File: src/hdl/gsds_pkg.sv
package gsds_pkg;

  localparam int MAX_COLUMNS     = 4096;
  localparam int MAX_ROWS        = 256;
  localparam int CODE_TABLE_SIZE = 256;
  localparam int SKIPPED_CODES   = 32;
  localparam int GLYPH_SLOTS     = CODE_TABLE_SIZE - SKIPPED_CODES;

  localparam int COL_W = 12;
  localparam int ROW_W = 8;

  localparam int EVT_DEPTH = 2;
  localparam int RES_DEPTH = 4;
  localparam int RES_PTR_W = $clog2(RES_DEPTH);
  localparam int RES_CNT_W = $clog2(RES_DEPTH + 1);

  typedef enum logic {
    REG_IMAGE_WIDTH  = 1'b0,
    REG_IMAGE_HEIGHT = 1'b1
  } cfg_reg_e;

  typedef enum logic {
    KIND_GLYPH   = 1'b0,
    KIND_SUMMARY = 1'b1
  } kind_e;

  // One classified pixel, as handed from the front to the back.
  typedef struct packed {
    logic             mark;
    logic             col_end;
    logic             img_end;
    logic [ROW_W-1:0] row;
    logic [COL_W-1:0] col;
  } evt_t;

  typedef struct packed {
    kind_e       kind;
    logic [7:0]  glyph_code;
    logic [11:0] glyph_offset;
    logic [12:0] glyph_width;
    logic [8:0]  top_row;
    logic [8:0]  bottom_row;
    logic [8:0]  char_total;
    logic        table_overflow;
    logic        last_result;
  } res_t;

  // Up to two results written in one cycle.
  typedef struct packed {
    logic [1:0] cnt;
    res_t       first;
    res_t       second;
  } res_wr_t;

endpackage

File: src/hdl/glyph_strip_delimiter_scanner.sv
// Channel   Handshake                    Payload
// pixels    push / full                  alpha_i
// results   empty / pop                  kind_o .. last_result_o
// config    cfg_valid_i / cfg_ready_o    cfg_index_i, cfg_data_i
//
// One pixel is taken every cycle while full is low; the front counts rows and
// columns and flags zero-alpha pixels. The pixel of a result is first written
// into the event queue, where the glyph tracker reads it and writes the result
// queue; the result is then popped from the head of that queue.
// The glyph tracker writes up to two results a cycle into a four-entry
// result queue and waits while that queue lacks room, which fills the
// two-entry event queue and then raises full.
// Reset empties both queues, clears the scan and sets the image to
// 4096 by 16 pixels; there is no clearing pass.
module glyph_strip_delimiter_scanner import gsds_pkg::*; (
  input  logic              clk_i,
  input  logic              rst_ni,
  input  logic              push,
  output logic              full,
  input  logic [7:0]        alpha_i,
  output logic              empty,
  input  logic              pop,
  output logic              kind_o,
  output logic [7:0]        glyph_code_o,
  output logic [11:0]       glyph_offset_o,
  output logic [12:0]       glyph_width_o,
  output logic signed [8:0] top_row_o,
  output logic signed [8:0] bottom_row_o,
  output logic [8:0]        char_total_o,
  output logic              table_overflow_o,
  output logic              last_result_o,
  input  logic              cfg_valid_i,
  output logic              cfg_ready_o,
  input  logic              cfg_index_i,
  input  logic [12:0]       cfg_data_i
);

  logic                 evt_push;
  evt_t                 evt_in;
  logic                 evt_full;
  logic                 evt_valid;
  evt_t                 evt_head;
  logic                 evt_pop;
  logic [RES_CNT_W-1:0] res_free;
  res_wr_t              res_wr;
  res_t                 res_head;

  gsds_front u_front (
    .clk_i       (clk_i),
    .rst_ni      (rst_ni),
    .push_i      (push),
    .alpha_i     (alpha_i),
    .evt_full_i  (evt_full),
    .evt_push_o  (evt_push),
    .evt_o       (evt_in),
    .cfg_valid_i (cfg_valid_i),
    .cfg_ready_o (cfg_ready_o),
    .cfg_index_i (cfg_index_i),
    .cfg_data_i  (cfg_data_i)
  );

  gsds_evt_fifo u_evt_fifo (
    .clk_i   (clk_i),
    .rst_ni  (rst_ni),
    .push_i  (evt_push),
    .data_i  (evt_in),
    .full_o  (evt_full),
    .valid_o (evt_valid),
    .data_o  (evt_head),
    .pop_i   (evt_pop)
  );

  gsds_back u_back (
    .clk_i       (clk_i),
    .rst_ni      (rst_ni),
    .evt_valid_i (evt_valid),
    .evt_i       (evt_head),
    .evt_pop_o   (evt_pop),
    .res_free_i  (res_free),
    .res_wr_o    (res_wr)
  );

  gsds_res_fifo u_res_fifo (
    .clk_i   (clk_i),
    .rst_ni  (rst_ni),
    .wr_i    (res_wr),
    .free_o  (res_free),
    .empty_o (empty),
    .head_o  (res_head),
    .pop_i   (pop)
  );

  assign full             = evt_full;
  assign kind_o           = res_head.kind;
  assign glyph_code_o     = res_head.glyph_code;
  assign glyph_offset_o   = res_head.glyph_offset;
  assign glyph_width_o    = res_head.glyph_width;
  assign top_row_o        = $signed(res_head.top_row);
  assign bottom_row_o     = $signed(res_head.bottom_row);
  assign char_total_o     = res_head.char_total;
  assign table_overflow_o = res_head.table_overflow;
  assign last_result_o    = res_head.last_result;

endmodule

File: src/hdl/gsds_front.sv
module gsds_front import gsds_pkg::*; (
  input  logic        clk_i,
  input  logic        rst_ni,
  input  logic        push_i,
  input  logic [7:0]  alpha_i,
  input  logic        evt_full_i,
  output logic        evt_push_o,
  output evt_t        evt_o,
  input  logic        cfg_valid_i,
  output logic        cfg_ready_o,
  input  logic        cfg_index_i,
  input  logic [12:0] cfg_data_i
);

  logic [COL_W-1:0] wm1_q, wm1_d;
  logic [ROW_W-1:0] hm1_q, hm1_d;
  logic [COL_W-1:0] col_q, col_d;
  logic [ROW_W-1:0] row_q, row_d;
  logic             accept;
  logic             col_end;
  logic             img_end;
  logic [8:0]       hgt_val;

  assign cfg_ready_o = 1'b1;
  assign accept      = push_i && !evt_full_i;
  assign col_end     = (row_q >= hm1_q);
  assign img_end     = col_end && (col_q >= wm1_q);
  assign hgt_val     = cfg_data_i[8:0];

  // The registers keep the clamped dimension minus one.
  always_comb begin
    wm1_d = wm1_q;
    hm1_d = hm1_q;
    if (cfg_valid_i) begin
      case (cfg_reg_e'(cfg_index_i))
        REG_IMAGE_WIDTH: begin
          if (cfg_data_i == '0) begin
            wm1_d = '0;
          end else if (cfg_data_i > 13'(MAX_COLUMNS)) begin
            wm1_d = COL_W'(MAX_COLUMNS - 1);
          end else begin
            wm1_d = COL_W'(cfg_data_i - 13'd1);
          end
        end
        REG_IMAGE_HEIGHT: begin
          if (hgt_val == '0) begin
            hm1_d = '0;
          end else if (hgt_val > 9'(MAX_ROWS)) begin
            hm1_d = ROW_W'(MAX_ROWS - 1);
          end else begin
            hm1_d = ROW_W'(hgt_val - 9'd1);
          end
        end
        default: begin
          wm1_d = wm1_q;
        end
      endcase
    end
  end

  always_comb begin
    col_d = col_q;
    row_d = row_q;
    if (accept) begin
      if (img_end) begin
        col_d = '0;
        row_d = '0;
      end else if (col_end) begin
        col_d = col_q + COL_W'(1);
        row_d = '0;
      end else begin
        row_d = row_q + ROW_W'(1);
      end
    end
  end

  assign evt_push_o    = accept;
  assign evt_o.mark    = (alpha_i == 8'd0);
  assign evt_o.col_end = col_end;
  assign evt_o.img_end = img_end;
  assign evt_o.row     = row_q;
  assign evt_o.col     = col_q;

  always_ff @(posedge clk_i or negedge rst_ni) begin
    if (!rst_ni) begin
      wm1_q <= COL_W'(MAX_COLUMNS - 1);
      hm1_q <= ROW_W'(15);
      col_q <= '0;
      row_q <= '0;
    end else begin
      wm1_q <= wm1_d;
      hm1_q <= hm1_d;
      col_q <= col_d;
      row_q <= row_d;
    end
  end

endmodule

File: src/hdl/gsds_evt_fifo.sv
module gsds_evt_fifo import gsds_pkg::*; (
  input  logic clk_i,
  input  logic rst_ni,
  input  logic push_i,
  input  evt_t data_i,
  output logic full_o,
  output logic valid_o,
  output evt_t data_o,
  input  logic pop_i
);

  localparam int PTR_W = $clog2(EVT_DEPTH);
  localparam int CNT_W = $clog2(EVT_DEPTH + 1);

  evt_t             mem_q [EVT_DEPTH];
  logic [PTR_W-1:0] wptr_q, wptr_d;
  logic [PTR_W-1:0] rptr_q, rptr_d;
  logic [CNT_W-1:0] count_q, count_d;
  logic             do_push;
  logic             do_pop;

  assign full_o  = (count_q == CNT_W'(EVT_DEPTH));
  assign valid_o = (count_q != '0);
  assign data_o  = mem_q[rptr_q];
  assign do_push = push_i && !full_o;
  assign do_pop  = pop_i && valid_o;

  always_comb begin
    wptr_d  = do_push ? PTR_W'(wptr_q + PTR_W'(1)) : wptr_q;
    rptr_d  = do_pop  ? PTR_W'(rptr_q + PTR_W'(1)) : rptr_q;
    count_d = count_q + CNT_W'(do_push) - CNT_W'(do_pop);
  end

  always_ff @(posedge clk_i) begin
    if (do_push) begin
      mem_q[wptr_q] <= data_i;
    end
  end

  always_ff @(posedge clk_i or negedge rst_ni) begin
    if (!rst_ni) begin
      wptr_q  <= '0;
      rptr_q  <= '0;
      count_q <= '0;
    end else begin
      wptr_q  <= wptr_d;
      rptr_q  <= rptr_d;
      count_q <= count_d;
    end
  end

endmodule

File: src/hdl/gsds_back.sv
module gsds_back import gsds_pkg::*; (
  input  logic                 clk_i,
  input  logic                 rst_ni,
  input  logic                 evt_valid_i,
  input  evt_t                 evt_i,
  output logic                 evt_pop_o,
  input  logic [RES_CNT_W-1:0] res_free_i,
  output res_wr_t              res_wr_o
);

  logic [8:0]  top_q, top_d, top_n;
  logic [8:0]  bot_q, bot_d, bot_n;
  logic [7:0]  glyphs_q, glyphs_d, glyphs_n;
  logic [12:0] start_q, start_d, start_n;
  logic        closed_q, closed_d;
  logic        ovf_q, ovf_d, ovf_n;

  logic        first_col;
  logic        mark_take;
  logic        close_mark;
  logic        close_first;
  logic        do_close;
  logic        tbl_full;
  logic        emit_glyph;
  logic [1:0]  n_res;
  logic        take;
  res_t        glyph_rec;
  res_t        sum_rec;

  always_comb begin
    // Until glyph 32 is closed every mark of the marker column counts.
    first_col  = (glyphs_q == '0);
    mark_take  = evt_i.mark && !closed_q;
    top_n      = top_q;
    bot_n      = bot_q;
    if (mark_take && first_col) begin
      if (top_q[8]) begin
        top_n = {1'b0, evt_i.row};
      end
      bot_n = {1'b0, evt_i.row};
    end
    close_mark  = mark_take && !first_col;
    close_first = evt_i.col_end && first_col && !top_n[8];
    do_close    = close_mark || close_first;
    tbl_full    = (glyphs_q >= 8'(GLYPH_SLOTS));

    glyphs_n = glyphs_q;
    ovf_n    = ovf_q;
    start_n  = start_q;
    if (do_close) begin
      start_n = {1'b0, evt_i.col} + 13'd1;
      if (tbl_full) begin
        ovf_n = 1'b1;
      end else begin
        glyphs_n = glyphs_q + 8'd1;
      end
    end
    emit_glyph = do_close && !tbl_full;

    glyph_rec.kind           = KIND_GLYPH;
    glyph_rec.glyph_code     = 8'(SKIPPED_CODES) + glyphs_q;
    glyph_rec.glyph_offset   = start_q[11:0];
    glyph_rec.glyph_width    = {1'b0, evt_i.col} + 13'd1 - start_q;
    glyph_rec.top_row        = top_n;
    glyph_rec.bottom_row     = bot_n;
    glyph_rec.char_total     = {1'b0, glyphs_n} + 9'(SKIPPED_CODES);
    glyph_rec.table_overflow = ovf_n;
    glyph_rec.last_result    = !evt_i.img_end;

    sum_rec              = glyph_rec;
    sum_rec.kind         = KIND_SUMMARY;
    sum_rec.glyph_code   = '0;
    sum_rec.glyph_offset = '0;
    sum_rec.glyph_width  = '0;
    sum_rec.last_result  = 1'b1;

    n_res = {1'b0, emit_glyph} + {1'b0, evt_i.img_end};
    take  = evt_valid_i && (res_free_i >= RES_CNT_W'(n_res));

    res_wr_o.cnt    = take ? n_res : 2'd0;
    res_wr_o.first  = emit_glyph ? glyph_rec : sum_rec;
    res_wr_o.second = sum_rec;
  end

  assign evt_pop_o = take;

  always_comb begin
    top_d    = top_q;
    bot_d    = bot_q;
    glyphs_d = glyphs_q;
    start_d  = start_q;
    closed_d = closed_q;
    ovf_d    = ovf_q;
    if (take) begin
      if (evt_i.img_end) begin
        top_d    = '1;
        bot_d    = '1;
        glyphs_d = '0;
        start_d  = '0;
        closed_d = 1'b0;
        ovf_d    = 1'b0;
      end else begin
        top_d    = top_n;
        bot_d    = bot_n;
        glyphs_d = glyphs_n;
        start_d  = start_n;
        ovf_d    = ovf_n;
        if (evt_i.col_end) begin
          closed_d = 1'b0;
        end else if (close_mark) begin
          closed_d = 1'b1;
        end
      end
    end
  end

  always_ff @(posedge clk_i or negedge rst_ni) begin
    if (!rst_ni) begin
      top_q    <= '1;
      bot_q    <= '1;
      glyphs_q <= '0;
      start_q  <= '0;
      closed_q <= 1'b0;
      ovf_q    <= 1'b0;
    end else begin
      top_q    <= top_d;
      bot_q    <= bot_d;
      glyphs_q <= glyphs_d;
      start_q  <= start_d;
      closed_q <= closed_d;
      ovf_q    <= ovf_d;
    end
  end

endmodule

File: src/hdl/gsds_res_fifo.sv
module gsds_res_fifo import gsds_pkg::*; (
  input  logic                 clk_i,
  input  logic                 rst_ni,
  input  res_wr_t              wr_i,
  output logic [RES_CNT_W-1:0] free_o,
  output logic                 empty_o,
  output res_t                 head_o,
  input  logic                 pop_i
);

  res_t                 mem_q [RES_DEPTH];
  logic [RES_PTR_W-1:0] wptr_q, wptr_d;
  logic [RES_PTR_W-1:0] rptr_q, rptr_d;
  logic [RES_CNT_W-1:0] count_q, count_d;
  logic [RES_PTR_W-1:0] wptr_nxt;
  logic                 do_pop;

  assign empty_o  = (count_q == '0);
  assign free_o   = RES_CNT_W'(RES_DEPTH) - count_q;
  assign head_o   = mem_q[rptr_q];
  assign do_pop   = pop_i && !empty_o;
  assign wptr_nxt = wptr_q + RES_PTR_W'(1);

  always_comb begin
    wptr_d  = wptr_q + RES_PTR_W'(wr_i.cnt);
    rptr_d  = do_pop ? RES_PTR_W'(rptr_q + RES_PTR_W'(1)) : rptr_q;
    count_d = count_q + RES_CNT_W'(wr_i.cnt) - RES_CNT_W'(do_pop);
  end

  // The writer never asks for more entries than free_o shows.
  always_ff @(posedge clk_i) begin
    if (wr_i.cnt != 2'd0) begin
      mem_q[wptr_q] <= wr_i.first;
    end
    if (wr_i.cnt == 2'd2) begin
      mem_q[wptr_nxt] <= wr_i.second;
    end
  end

  always_ff @(posedge clk_i or negedge rst_ni) begin
    if (!rst_ni) begin
      wptr_q  <= '0;
      rptr_q  <= '0;
      count_q <= '0;
    end else begin
      wptr_q  <= wptr_d;
      rptr_q  <= rptr_d;
      count_q <= count_d;
    end
  end

endmodule

File: config.mk
export PLATFORM = sky130hd
export DESIGN_NAME = glyph_strip_delimiter_scanner
export DESIGN_NICKNAME = d
export VERILOG_FILES = /design/src/hdl/gsds_pkg.sv /design/src/hdl/glyph_strip_delimiter_scanner.sv /design/src/hdl/gsds_front.sv /design/src/hdl/gsds_evt_fifo.sv /design/src/hdl/gsds_back.sv /design/src/hdl/gsds_res_fifo.sv
export SDC_FILE = /design/constraint.sdc
export NUM_CORES = 1
export LEC_CHECK = 0
export BUFFER_PORTS_ARGS = -buffer_cell sky130_fd_sc_hd__buf_2
export CORE_ASPECT_RATIO = 0.7
export CORE_MARGIN = 2
export CORE_UTILIZATION = 55
export CTS_BUF_LIST = sky130_fd_sc_hd__clkbuf_2
export DETAILED_ROUTE_END_ITERATION = 12
export PLACE_DENSITY = 0.77
export SYNTH_ARGS = -nofsm -noshare
export SYNTH_HDL_FRONTEND = slang
export SYNTH_SLANG_ARGS = --single-unit
File: constraint.sdc
create_clock -name clk_i -period 4.1 [get_ports clk_i]
set_input_delay 0 -clock clk_i [delete_from_list [all_inputs] [get_ports clk_i]]
set_output_delay 0 -clock clk_i [all_outputs]
set_load 0.005 [all_outputs]
# ---- Yosys cells after proc, flatten, opt, wreduce, memory -nomap -nowiden
# Memories as Yosys holds them, arrays and structs flattened.
# Index checks and enable logic that the tools add are counted.
dict set report totals {
  ff_bits 92
  ram_bits 298
  input_bits 27
  out_inout_bits 66
  word_cells 114
  memories 2
}
dict set report classes {
  n_addsub 20
  magnitude_cmp 6
  n_eq_ne 2
  n_mux 32
  bitwise 1
  reduce_logical 35
}
# memory depth width rd rd_ports_with_merged_regs wr line
set mem_list {}
lappend mem_list {u_res_fifo.mem_q 4 63 1 0 2 gsds_res_fifo.sv:11} ;# res_t mem_q [RES_DEPTH];
lappend mem_list {u_evt_fifo.mem_q 2 23 1 0 1 gsds_evt_fifo.sv:15} ;# evt_t mem_q [EVT_DEPTH];
# op n
set op_table {}
lappend op_table {{$mux 8} 8}
lappend op_table {{$mux 63} 1}
lappend op_table {{$mux 12} 4}
lappend op_table {{$mux 9} 4}
lappend op_table {{$mux 13} 2}
lappend op_table {{$add 8x1->8 const B} 2}
lappend op_table {{$logic_not 8->1} 2}
lappend op_table {{$add 12x1->13 const B} 1}
lappend op_table {{$gt 13x13->1 const B} 1}
lappend op_table {{$logic_not 13->1} 1}
lappend op_table {{$sub 13x13->13} 1}
lappend op_table {{$add 12x1->12 const B} 1}
lappend op_table {{$ge 12x12->1} 1}
lappend op_table {{$logic_and 1x1->1} 12}
lappend op_table {{$mux 1} 12}
lappend op_table {{$sub 12x1->12 const B} 1}
lappend op_table {{$reduce_and 2->1} 5}
lappend op_table {{$add 8x6->9 const B} 1}
lappend op_table {{$gt 9x9->1 const B} 1}
lappend op_table {{$logic_not 9->1} 1}
lappend op_table {{$add 6x8->8 const A} 1}
lappend op_table {{$ge 8x8->1} 1}
lappend op_table {{$ge 8x8->1 const B} 1}
lappend op_table {{$reduce_bool 2->1} 4}
lappend op_table {{18 further kinds} 27}

# ---- Logic depth before layout (Yosys ltp)
# Gate-level depths: netlist of the first run.
dict set report logic_depth {
  ltp_word 15
  mapped_depth 21
  ltp_nobuf 18
}

# ---- Modules after synthesis
# From an unflattened synthesis of the first run, not the netlist that was laid out.
dict set report unflattened {
  hier_cells 1473
  area_unflattened_um2 21195.3
}
# mod n_inst cells_per_inst area_each_um2 seq_area_each_um2
set modules_own_cells {}
lappend modules_own_cells {gsds_res_fifo 1 653 12719.7 7742.4}
lappend modules_own_cells {gsds_back 1 439 3857.4 1048.5}
lappend modules_own_cells {gsds_front 1 291 2667.6 1021.0}
lappend modules_own_cells {gsds_evt_fifo 1 90 1950.6 1481.4}

# ---- Worst setup path after synthesis of the first run
# Ideal clock, no wire load.
dict set report synth_timing {
  path_type {register -> register}
  start {register u_back.glyphs_q[0]}
  end {register u_res_fifo.count_q[2]}
  setup_ps 123
  arrival_ps 4391
  t_required_ps 3977
  slack_ps -414
  path_stages_with_launch 21
  path_buffers 3
  synth_period_minus_slack_ps 4514
  cell_sequence {dfrtp_1 -> inv_1 -> ha_1 -> or4b_1 -> o32a_4 -> nor2_4 -> buf_2 -> buf_2 -> nor2_1 -> nor2_1 -> ha_1 -> nand2b_1 -> a21oi_1 -> or2_2 -> clkbuf_1 -> inv_1 -> nand3_1 -> ha_1 -> fa_1 -> xnor2_1 -> xnor2_1}
}
dict set report synth_via {
  elab_chain_cells 13
  word_cells_on_any_way 18
  classes_between {add/sub: 3; order compare: 2; mux: 2; reduce/logical: 11}
}
# item line
set synth_rtl {}
lappend synth_rtl {{from (decl)} gsds_back.sv:13} ;# logic [7:0] glyphs_q, glyphs_d, glyphs_n;
lappend synth_rtl {{from (signal assigned)} gsds_back.sv:128} ;# glyphs_q <= glyphs_d;
lappend synth_rtl {{branches (longest 6 deep; another with $ge 8x8->1)} -}
lappend synth_rtl {{$logic_and 1x1->1 (*)} gsds_back.sv:58} ;# emit_glyph = do_close && !tbl_full;
lappend synth_rtl {{$add 1x1->2 (*)} gsds_back.sv:77} ;# n_res = {1'b0, emit_glyph} + {1'b0, evt_i.img_end};
lappend synth_rtl {{$ge 3x2->1} gsds_back.sv:78} ;# take = evt_valid_i && (res_free_i >= RES_CNT_W'(n_res));
lappend synth_rtl {{$logic_and 1x1->1} gsds_back.sv:78}
lappend synth_rtl {{$mux 2 (*)} gsds_back.sv:80} ;# res_wr_o.cnt = take ? n_res : 2'd0;
lappend synth_rtl {{$add 3x2->3 (*)} gsds_res_fifo.sv:27} ;# count_d = count_q + RES_CNT_W'(wr_i.cnt) - RES_CNT_W'(do_pop);
lappend synth_rtl {{$sub 3x1->3 (*)} gsds_res_fifo.sv:27}
lappend synth_rtl {{net u_res_fifo.count_d[2]} gsds_res_fifo.sv:14} ;# logic [RES_CNT_W-1:0] count_q, count_d;
lappend synth_rtl {{to (signal assigned)} gsds_res_fifo.sv:48} ;# count_q <= count_d;
lappend synth_rtl {{to (decl)} gsds_res_fifo.sv:14}
# Mark *: on every way through the listed nets, which the timed path passes.
# A chain may end at the register's enable or synchronous reset.

# ---- Final worst setup path of the first run
dict set report layout_timing {
  start {register u_back.glyphs_q[1]}
  end {register u_res_fifo.count_q[2]}
}
# Same word-level chain as after synthesis.

==> results of run 1 <==
[worst reg2reg max path, cell delays in order (launching register included)]
cell and delay, ps:
dfrtp_1 380, inv_1 110, ha_1 180, or4b_4 510
o32ai_4 270, and2_4 200, nand2_1 90, nor2_4 120
nor2_1 60, ha_1 260, nand2b_1 110, a21oi_2 60
or2_2 350, inv_2 70, nand3_1 130, ha_4 260
fa_2 410, xnor2_2 150, xnor2_1 130
[flip-flops by register name, indices dropped and copies added (netlist names), 8 cells and up]
register	count
u_front.hm1_q	8
u_back.start_q	13
u_front.col_q	12
u_back.top_q	9
u_evt_fifo.mem_q	46
u_back.bot_q	9
u_front.wm1_q	12
u_back.glyphs_q	8
u_front.row_q	8
u_res_fifo.mem_q	252
[cell usage in the layout (no fill, tap or decap), drive strengths merged, types with 58 or more instances in the layout]
cell type,instances
a22o,99
buf,151
clkbuf,139
dfrtp,58
dfxtp,140
dlygate4sd3,72
edfxtp,158
inv,59
mux4,63
nand2,114
nor2,156
o21ai,87
[cell type report]
type,count,area [µm²],share of cell area (%)
Clock buffer,139,696,3.40
Timing Repair Buffer,223,1700,8.32
Sequential cell,390,9900,48.3
Clock inverter,30,148,0.721
Inverter,59,233,1.14
Antenna cell,1,2.50,0.0122
Tap cell,420,526,2.57
Multi-Input combinational cell,946,7270,35.5
[cells by family after synthesis]
group / synth area share (%)
compound gates: 13.2
xor+xnor: 2.14
fa+ha+maj: 3.96
buf+inv: 3.07
flops: 56.1
mux: 10.7
other cells: 0.0213
simple gates: 10.8
[layer usage]
layer	share of wire (%)	up-vias
li1	-	6007
met1	44	6474
met2	48	468
met3	6.5	73
met4	1.9	0
met5	0	-
[power breakdown]
part / switching (µW) / internal [µW]
clock network: 1530 / 966
registers: 873 / 5760
logic: 4670 / 3290
total: 7080 / 10000
[per-stage QoR]
step | hold WS, ps | power (µW) | TNS, ps | cells | area (µm²)
detailed placement | 176 | 14400 | -42.1 | 1965 | 18800
global placement | 162 | 14100 | 0 | 1965 | 18800
finish | 139 | 17100 | 0 | 2208 | 20500
floorplan | -296 | 11500 | -95.1 | 1474 | 17700
CTS | 16.6 | 17000 | 0 | 2207 | 20400
global route | 73.1 | 18200 | -12.8 | 2208 | 20500
[what timing repair did]
item,4_1_cts,5_1_grt
gates resized for setup,2,7
pin swaps,0,1
hold endpoints to repair,174,0
setup endpoints to repair,1,41
hold buffers,73,0
[worst paths after layout]
check | from | to | slack [ps] | cells after the start
setup / recovery | u_back.glyphs_q[1]$_DFFE_PN0N_ | u_res_fifo.count_q[2]$_DFF_PN0_ | 150 | 18
setup reg to reg | u_back.glyphs_q[1]$_DFFE_PN0N_ | u_res_fifo.count_q[2]$_DFF_PN0_ | 150 | 18
max in group asynchronous | rst_ni | u_back.top_q[4]$_DFFE_PN1N_ | 3310 | 4
hold reg to reg | u_res_fifo.mem_q[0][47]$_SDFFE_PP0N_ | u_res_fifo.mem_q[0][47]$_SDFFE_PP0N_ | 470 | 2
min in group asynchronous | rst_ni | u_front.wm1_q[5]$_DFFE_PN1P_ | 310 | 3
hold / removal | cfg_data_i[12] | u_front.wm1_q[1]$_DFFE_PN1P_ | 140 | 5
==> qor.csv, run 1 <==
stage,metric,value,unit
outcome,status,"complete, no violations",
floorplanning,core.rowCount,54,
global_route,overflow,0,
sta,fin_ws,154,ps
global_route,met3_usage,5.95,%
floorplanning,io_pins,93,
worst_setup_path,cp_slowest_cell,or4b_4,
worst_setup_path,crit_path_end_kind,register,
worst_setup_path,startpoint_type,register,
yosys,syn_area,0.0176,mm²
global_route,grt_antenna_before_repair,1,
run,cap_violations,0,
routing,via_count,13022,
placement,dp_hpwl,28700,µm
clock_network,cts_htree_levels,3,
floorplanning,fp.dieW,218,µm
worst_setup_path,cp_num_buf_inv,2,
final_layout,fillers,2463,
routing,routed_wl,43100,µm
routing,firstDrtPassIters,5,
global_route,track_usage,26.4,%
sta,tightest_slew,1220,ps
placement,gp_congestion,0.879,
global_route,grt_util_met2,42.5,%
worst_setup_path,crit_top_cell,ha_1,
routing,routedWlPerCell,19.5,µm
clock_network,cts_setup_buffers,0,
global_route,met1_usage,36.0,%
yosys,synth_area_per_cell,12.0,µm²
sta,finalCriticalPeriod,3950,ps
sta,skew,54.3,ps
routing,drc,0,
sta,setup_viol,0,
yosys,synth_edf_count,158,
clock_network,clk_pin_slew,110,ps
global_route,top_usage_layer,met2,
floorplanning,dieArea,0.0335,mm²
routing,via_per_inst,5.90,
clock_network,cts_sinks,390,
yosys,synth_most_common_cell,edfxtp_1,
pwr,p_per_area,835,mW/mm²
yosys,synth_fp_nets,1554,
yosys,synth_area_leaders,"edfxtp_1 (27%), dfxtp_1 (16%), dfrtp_1 (8.2%)",
floorplanning,start_util,56.2,%
yosys,async_reset_ff_share,23.6,%
sta,clock.fmax,253,MHz
floorplanning,core,0.0314,mm²
yosys,synthTopCellsByCount,"edfxtp_1 (158), nor2_1 (155), dfxtp_1 (140), nand2_1 (114), a22o_1 (99)",
clock_network,cts_buffers,90,
clock_network,cts_root_buffer,clkbuf_2,
final_layout,drive_gt1_share,24.3,%
worst_setup_path,crit_path_max_incr_delay,510,ps
final_layout,final_core_util,65.3,%
worst_setup_path,cp.arrival,4780,ps
sta,finalHoldViolCount,0,
worst_setup_path,crit_family,simple AND/OR/NAND/NOR gates,
worst_setup_path,worstPathRequired,4940,ps
yosys,synth_top_cell_area_share,26.9,%
yosys,synth_ff_type,edfxtp_1,
yosys,ys_ff_latch,390,
clock_network,cts_max_path_buffers,3,
pwr,power.leakage,0.00851,µW
sta,relSlewSlack,18.7,%
sta,slew_violations,0,
worst_setup_path,crit_fanout,4,
sta,finalCritPeriodShare,96.2,%
yosys,yosys.area.top_type,edfxtp_1,
floorplanning,fp.dieH,154,µm
placement,portBuffers,91,
yosys,ys_warn_count,0,
yosys,ys_types,70,
clock_network,cts_tree,yes,
placement,dp_slack,-42.1,ps
global_route,grt_pass1_vias,13212,
routing,antenna_left,0,
worst_setup_path,path_class,reg -> reg,
final_layout,area_growth,16.1,%
routing,drt_iter0_markers,1135,
global_route,grt_pass1_wl,69600,µm
pwr,vdd_drop_max,0.480,mV
yosys,synthCells,1474,
global_route,grt_max_degree,62,
final_layout,nets,1790,
worst_setup_path,worstPathCellList,"inv_1, ha_1, or4b_4, o32ai_4, and2_4, nand2_1, nor2_4, nor2_1, ha_1, nand2b_1, a21oi_2, or2_2, inv_2, nand3_1, ha_4, fa_2, xnor2_2, xnor2_1",
yosys,ys_seq_area_share,56.1,%
clock_network,clk_latency,970,ps
hold_path,min_path_type,in -> reg,
No activity file was read; power rests on OpenSTA's default activity.
==> run 2, diff against run 1 <==
CORE_MARGIN = 8   (was 2)
PLACE_DENSITY = 0.74   (was 0.77)
clock period = 3.63 ns   (was 4.1 ns; I/O delays follow)
==> run 2 against run 1 <==
The run now ends with setup timing left; combinational power rose by 33%; final area rose by 4.7%; die area increased by 14%; first-iteration DRC count fell by 9.3%; routed wire length grew 4.5%; setup slack lost 160 ps; sequential share of layout area fell by 2.1 points; via count rose by 1.4%; clock power grew 14%; largest power group unchanged.
==> qor.csv, run 2 (synthesis results as in run 1) <==
stage,metric,value,unit,change
routing,antenna_left,0,,unchanged
hold_path,min-delay-start,cfg_data_i[8],,
routing,routedWlPerCell,19.9,µm,+1.8%
floorplanning,io_pins,93,,unchanged
routing,drc,0,,unchanged
run,cap_violations,0,,unchanged
routing,drt_iter0_markers,1030,,-9.3%
worst_setup_path,startpoint_type,register,,
sta,setup_tns,-5.50,ps,-5.50 ps
global_route,grt_pass1_vias,13372,,+1.2%
clock_network,cts_tree,yes,,
final_layout,register_area,0.00990,mm²,about the same
sta,relSlewSlack,24.9,%,+6.2 points
sta,setup_viol,1,,+1
hold_path,min_path_type,in -> reg,,
floorplanning,fp.dieW,230,µm,+5.5%
worst_setup_path,crit_path_end_kind,register,,
hold_path,min_delay_path_depth,5,,unchanged
global_route,track_usage,23.0,%,-3.4 points
routing,wl_met3,3110,µm,+12%
final_layout,mostFrequentLayoutCell,edfxtp_1,,
routing,wl_met1,19500,µm,+3.1%
floorplanning,core.rowCount,55,,+1.9%
pwr,p_sw_share,41.0,%,-0.43 points
pwr,total_power,20900,µW,+23%
sta,finalCritPeriodShare,100,%,+3.9 points
global_route,grt_pass1_wl,71000,µm,+2.0%
routing,routed_wl,45000,µm,+4.5%
pwr,seq_power_share,35.6,%,-3.2 points
final_layout,final_core_util,67.1,%,+1.8 points
routing,met2WireLength,21300,µm,+3.6%
sta,finalCriticalPeriod,3640,ps,-310 ps
sta,grt_setup_unrepaired,true,,
sta,fin_ws,-5.50,ps,-160 ps
sta,slew_violations,0,,unchanged
worst_setup_path,worstPathRequired,4520,ps,-420 ps
routing,highest_layer,met4,,
placement,dp_hpwl,29300,µm,+2.0%
clock_network,cts_sinks,390,,unchanged
routing,via_count,13210,,+1.4%
pwr,combPwrFrac,50.8,%,+4.2 points
floorplanning,start_util,55.2,%,-1.0 points
worst_setup_path,r2r_setup_slack,-6,ps,-160 ps
clock_network,cts_root_buffer,clkbuf_2,,
outcome,violations,setup timing,,
final_layout,final_cell_mix,"edfxtp_1 (158), dfxtp_1 (140), clkbuf_2 (138)",,
pwr,p_clk_share,13.6,%,-1.0 points
clock_network,cts_max_path_buffers,3,,unchanged
placement,portBuffers,91,,unchanged
final_layout,multi_input_area,0.00760,mm²,+4.5%
placement,gp_congestion,0.883,,+0.48%
final_layout,fillers,2386,,-3.1%
final_layout,largest-register,u_res_fifo.mem_q,,
global_route,grt_antenna_before_repair,2,,+1
worst_setup_path,regToRegEndpoint,u_res_fifo.count_q[2]$_DFF_PN0_,,
clock_network,clk_pin_slew,130,ps,+20 ps
pwr,p_int,12400,µW,+23%
final_layout,drive_gt1_share,29.7,%,+5.3 points
outcome,status,"finished, violations left",,
clock_network,cts_buffers,89,,-1.1%
routing,via_per_inst,5.83,,-1.2%
worst_setup_path,reg2reg_depth,18,,unchanged
worst_setup_path,crit_fanout,5,,+1
worst_setup_path,r2r-start,u_back.glyphs_q[1]$_DFFE_PN0N_,,
floorplanning,fp.dieH,166,µm,+7.8%
final_layout,nets,1848,,+3.2%
routing,firstDrtPassIters,5,,unchanged
clock_network,cts_htree_levels,3,,unchanged
placement,dp_slack,-118,ps,-75.7 ps
clock_network,clk_latency,1010,ps,+40 ps
floorplanning,core,0.0319,mm²,+1.9%
final_layout,reg_top3,"u_res_fifo.mem_q x252, u_evt_fifo.mem_q x46, u_back.start_q x13",,
floorplanning,dieArea,0.0381,mm²,+14%
sta,skew,48.8,ps,-5.56 ps
sta,clock.fmax,275,MHz,+8.5%
global_route,overflow,0,,unchanged
worst_setup_path,path_class,reg -> reg,,
pwr,switching_power,8580,µW,+21%
pwr,p_per_area,978,mW/mm²,+17%
hold_path,worstHoldEndpoint,u_front.hm1_q[2]$_DFFE_PN1P_,,
sta,finalHoldViolCount,0,,unchanged
final_layout,area_growth,21.5,%,
worst_setup_path,cp.arrival,4530,ps,-250 ps
final_layout,largest_register_ffs,252,,unchanged
pwr,vdd_drop_max,0.575,mV,+20%
pwr,power.leakage,0.00889,µW,+4.4%
global_route,grt_max_degree,52,,-16%
sta,tightest_slew,1120,ps,-101 ps
run 2: changes by cell type in the layout (fill, tap and decap cells not counted), moves of 4 or more:
cell           change
buf_4             +45
nor2_1            -24
nor2_4            +16
nor2_2             +8
buf_12             +6
buf_6              +5
clkinv_1           -5
clkbuf_16          +4
dlygate4sd3_1      -4
ha_1               -4
inv_1              -4
run 2: power groups by stage:
stage | Clock (µW) | Sequential, µW | Combinational [µW]
after floorplan | 0 | 7040 | 6410
after global placement | 0 | 7440 | 9310
after detailed placement | 0 | 7540 | 9570
after CTS | 2880 | 7440 | 9780
after global routing | 3120 | 7620 | 11500
final | 2840 | 7470 | 10600
run 2: worst max-delay path by stage:
stage | startpoint | end | slack, ps | cells after the start
5_1_grt | u_back.glyphs_q[0]$_DFFE_PN0N_ | u_res_fifo.count_q[2]$_DFF_PN0_ | -120 | 18
3_5_place_dp | u_back.glyphs_q[0]$_DFFE_PN0N_ | u_back.start_q[7]$_DFFE_PN0P_ | -120 | 16
4_1_cts | u_back.glyphs_q[1]$_DFFE_PN0N_ | u_res_fifo.count_q[2]$_DFF_PN0_ | 9 | 18
2_1_floorplan | u_back.glyphs_q[0]$_DFFE_PN0N_ | u_res_fifo.mem_q[0][62]$_SDFFE_PP1N_ | -360 | 16
3_3_place_gp | u_back.glyphs_q[0]$_DFFE_PN0N_ | u_back.start_q[2]$_DFFE_PN0P_ | -40 | 16
6_report | u_back.glyphs_q[1]$_DFFE_PN0N_ | u_res_fifo.count_q[2]$_DFF_PN0_ | -6 | 18
run 2: worst max-delay path: stages, from the launching register on:
cell and delay [ps]:
dfrtp_1 410, inv_2 80, ha_4 120, or4b_4 480
o32ai_4 230, and2_4 200, nand2_4 50, nor2_4 130
nor2_2 50, ha_1 270, nand2b_4 150, a21oi_4 200
or2_4 200, inv_4 60, nand3_4 80, ha_4 200
fa_2 350, xnor2_2 150, xnor2_1 130
run 2: area by class of cell:
| cell class | instances | area share (%) |
|---|---|---|
| Multi-Input combinational cell | 946 | 35.5 |
| Tap cell | 427 | 2.49 |
| Timing Repair Buffer | 282 | 10.8 |
| Clock inverter | 21 | 0.619 |
| Antenna cell | 3 | 0.0350 |
| Inverter | 59 | 1.12 |
| Sequential cell | 390 | 46.2 |
| Clock buffer | 138 | 3.22 |
run 2: through the flow:
step / instance area [µm²] / instances / hold WS [ps]
after floorplan: 17900 / 1474 / -296
after global placement: 19400 / 2018 / 203
after detailed placement: 19400 / 2018 / 217
after CTS: 21000 / 2248 / 12.6
after global routing: 21400 / 2266 / 18.9
final: 21400 / 2266 / 103
run 2: metal layers:
layer | global-route usage [%] | up-vias
li1 | - | 6118
met1 | 30.5 | 6483
met2 | 36.6 | 525
met3 | 5.60 | 84
met4 | 7.89 | 0
met5 | 0 | -
run 2: timing repair:
action | 4_1_cts | 5_1_grt
hold buffers | 69 | 0
pin swaps | 3 | 2
setup endpoints to repair | 56 | 267
buffers inserted | 2 | 9
resized for setup | 8 | 73
gates cloned | 0 | 6
endpoints found under the hold margin | 166 | 0
==> run 3, diff against run 2 <==
SKIP_CTS_REPAIR_TIMING = 1   (was not set)
==> run 3 against run 2 <==
Global-route usage down 0.70 points; count of clock-buffer cells in the layout unchanged; hold slack worse by 24 ps; non-clock buffer count up 10; flip-flop and latch count unchanged; clock skew up 6.2 ps; die area unchanged; routed wire length up 4.4%; the flow still finishes with violations (setup timing); total power up 4.1%; maximum frequency down 2.3%; via count up 1.4%; final area up 1.7%.
==> qor.csv, run 3 (synthesis results as in run 1) <==
stage,metric,value,unit,change
outcome,status,"finished, violations left",,
outcome,violations,setup timing,,
pwr,seq_power_share,34.4,%,-1.2 points
global_route,grt_pass1_wl,68900,µm,-2.9%
placement,gp_congestion,0.883,,unchanged
global_route,grt_max_degree,71,,+37%
pwr,vdd_drop_max,0.665,mV,+16%
sta,finalCriticalPeriod,3720,ps,+85.4 ps
pwr,combPwrFrac,52.4,%,+1.6 points
run,cap_violations,0,,unchanged
worst_setup_path,startpoint_type,register,,
worst_setup_path,worstPathRequired,4380,ps,-140 ps
global_route,grt_antenna_before_repair,2,,unchanged
global_route,track_usage,22.3,%,-0.70 points
sta,skew,55.0,ps,+6.18 ps
routing,drt_iter0_markers,1224,,+19%
placement,dp.cells,2018,,unchanged
clock_network,cts_buffers,89,,unchanged
sta,tightest_slew,1120,ps,+3.50 ps
final_layout,mostFrequentLayoutCell,edfxtp_1,,
sta,setup_viol,41,,+40
floorplanning,io_pins,93,,unchanged
sta,grt_setup_unrepaired,true,,
routing,routed_wl,47000,µm,+4.4%
pwr,switching_power,9010,µW,+5.0%
routing,antenna_left,0,,unchanged
final_layout,reg_top3,"u_res_fifo.mem_q x252, u_evt_fifo.mem_q x46, u_back.start_q x13",,
routing,routedWlPerCell,20.7,µm,+3.9%
final_layout,final_cell_mix,"edfxtp_1 (158), dfxtp_1 (140), clkbuf_2 (138)",,
global_route,grt_pass1_vias,12994,,-2.8%
floorplanning,fp.dieW,230,µm,unchanged
floorplanning,dieArea,0.0381,mm²,unchanged
clock_network,cts_max_path_buffers,3,,unchanged
final_layout,drive_gt1_share,31.9,%,+2.2 points
sta,relSlewSlack,24.7,%,-0.23 points
hold_path,min_path_type,in -> reg,,
final_layout,area_growth,23.7,%,
placement,portBuffers,91,,unchanged
placement,dp_hpwl,29300,µm,unchanged
final_layout,fin_cells,2275,,+0.40%
pwr,power.leakage,0.00907,µW,+2.0%
routing,firstDrtPassIters,5,,unchanged
routing,drc,0,,unchanged
placement,dp_slack,-118,ps,unchanged
final_layout,nets,1858,,+0.54%
clock_network,cts_root_buffer,clkbuf_2,,
clock_network,cts_sinks,390,,unchanged
pwr,p_per_area,1000,mW/mm²,+2.3%
sta,finalHoldViolCount,0,,unchanged
pwr,p_clk_share,13.1,%,-0.5 points
clock_network,cts_tree,yes,,
sta,clock.fmax,269,MHz,-2.3%
clock_network,clk_latency,1020,ps,about the same
routing,via_count,13389,,+1.4%
global_route,overflow,0,,unchanged
worst_setup_path,crit_fanout,6,,+1
clock_network,cts_htree_levels,3,,unchanged
final_layout,largest-register,u_res_fifo.mem_q,,
worst_setup_path,crit_path_end_kind,register,,
routing,via_per_inst,5.89,,+0.95%
floorplanning,core.rowCount,55,,unchanged
sta,slew_violations,0,,unchanged
sta,fin_ws,-90.9,ps,-85.4 ps
pwr,p_sw_share,41.3,%,+0.34 points
worst_setup_path,path_class,reg -> reg,,
floorplanning,fp.dieH,166,µm,unchanged
clock_network,clk_pin_slew,130,ps,about the same
worst_setup_path,cp.arrival,4470,ps,-60 ps
floorplanning,start_util,55.2,%,unchanged
floorplanning,core,0.0319,mm²,unchanged
final_layout,largest_register_ffs,252,,unchanged
pwr,p_int,12800,µW,+3.5%
sta,finalCritPeriodShare,103,%,+2.4 points
## run 3: cell types whose count changed in the layout (fill, tap and decap cells not counted), sizes merged
| cell | previous run | this run |
|---|---|---|
| buf | 210 | 217 |
| clkbuf | 142 | 147 |
| diode | 3 | 2 |
| dlygate4sd3 | 68 | 66 |
## run 3: power groups by stage
stage	Clock, µW	Combinational, µW	Sequential, µW
after detailed placement	0	9570	7540
final	2870	11400	7510
after CTS	2880	9610	7440
after floorplan	0	6410	7040
after global placement	0	9310	7440
after global routing	3140	12200	7660
## run 3: worst max-delay path, stage by stage, from the launching register on
cell and delay (ps):
dfrtp_1 410, inv_2 80, ha_4 120, or4b_4 480
o32ai_4 270, and2_4 200, nand2_4 50, nor2_4 100
nor2_2 40, ha_1 270, nand2b_4 150, a21oi_4 220
buf_12 150, nor3_4 50, a22oi_2 330, buf_6 240
buf_12 120, clkbuf_16 130, nor2_2 30
## run 3: metal layers
metal | share of wire, % | vias to the layer above | global-route usage (%)
met2 | 48 | 561 | 35.0
met1 | 42 | 6615 | 30.1
met4 | 2.4 | 0 | 7.42
li1 | - | 6126 | -
met5 | 0 | - | 0
met3 | 7.5 | 87 | 5.41
## run 3: area by class of cell
type | instances | area, µm²
Multi-Input combinational cell | 946 | 7730
Sequential cell | 390 | 9900
Clock inverter | 21 | 133
Clock buffer | 138 | 691
Inverter | 59 | 243
Tap cell | 427 | 534
Fill cell | 2301 | 10100
Timing Repair Buffer | 292 | 2560
Antenna cell | 2 | 5.00
## run 3: final timing paths
kind	to	start	slack, ps	cells past startpoint
max	u_res_fifo.mem_q[0][1]$_DFFE_PP_	u_back.glyphs_q[1]$_DFFE_PN0N_	-90	18
min	u_front.hm1_q[5]$_DFFE_PN0P_	cfg_data_i[8]	80	5
max reg2reg	u_res_fifo.mem_q[0][1]$_DFFE_PP_	u_back.glyphs_q[1]$_DFFE_PN0N_	-90	18
min reg2reg	u_res_fifo.mem_q[2][46]$_SDFFE_PP0P_	u_res_fifo.mem_q[2][46]$_SDFFE_PP0P_	450	2
max in group asynchronous	u_front.wm1_q[2]$_DFFE_PN1P_	rst_ni	2990	4
min in group asynchronous	u_back.bot_q[4]$_DFFE_PN1N_	rst_ni	210	3
## run 3: metrics by stage
stage	util [%]	setup TNS (ps)	instance area [µm²]	hold WS [ps]	power (µW)
global route	68.3	-16000	21800	38.5	23000
finish	68.3	-924	21800	79.3	21800
floorplan	-	-28980	17900	-296	13500
CTS	63.2	-3200	20200	-892	19900
global placement	60.7	-450	19400	203	16800
detailed placement	60.7	-1290	19400	217	17100
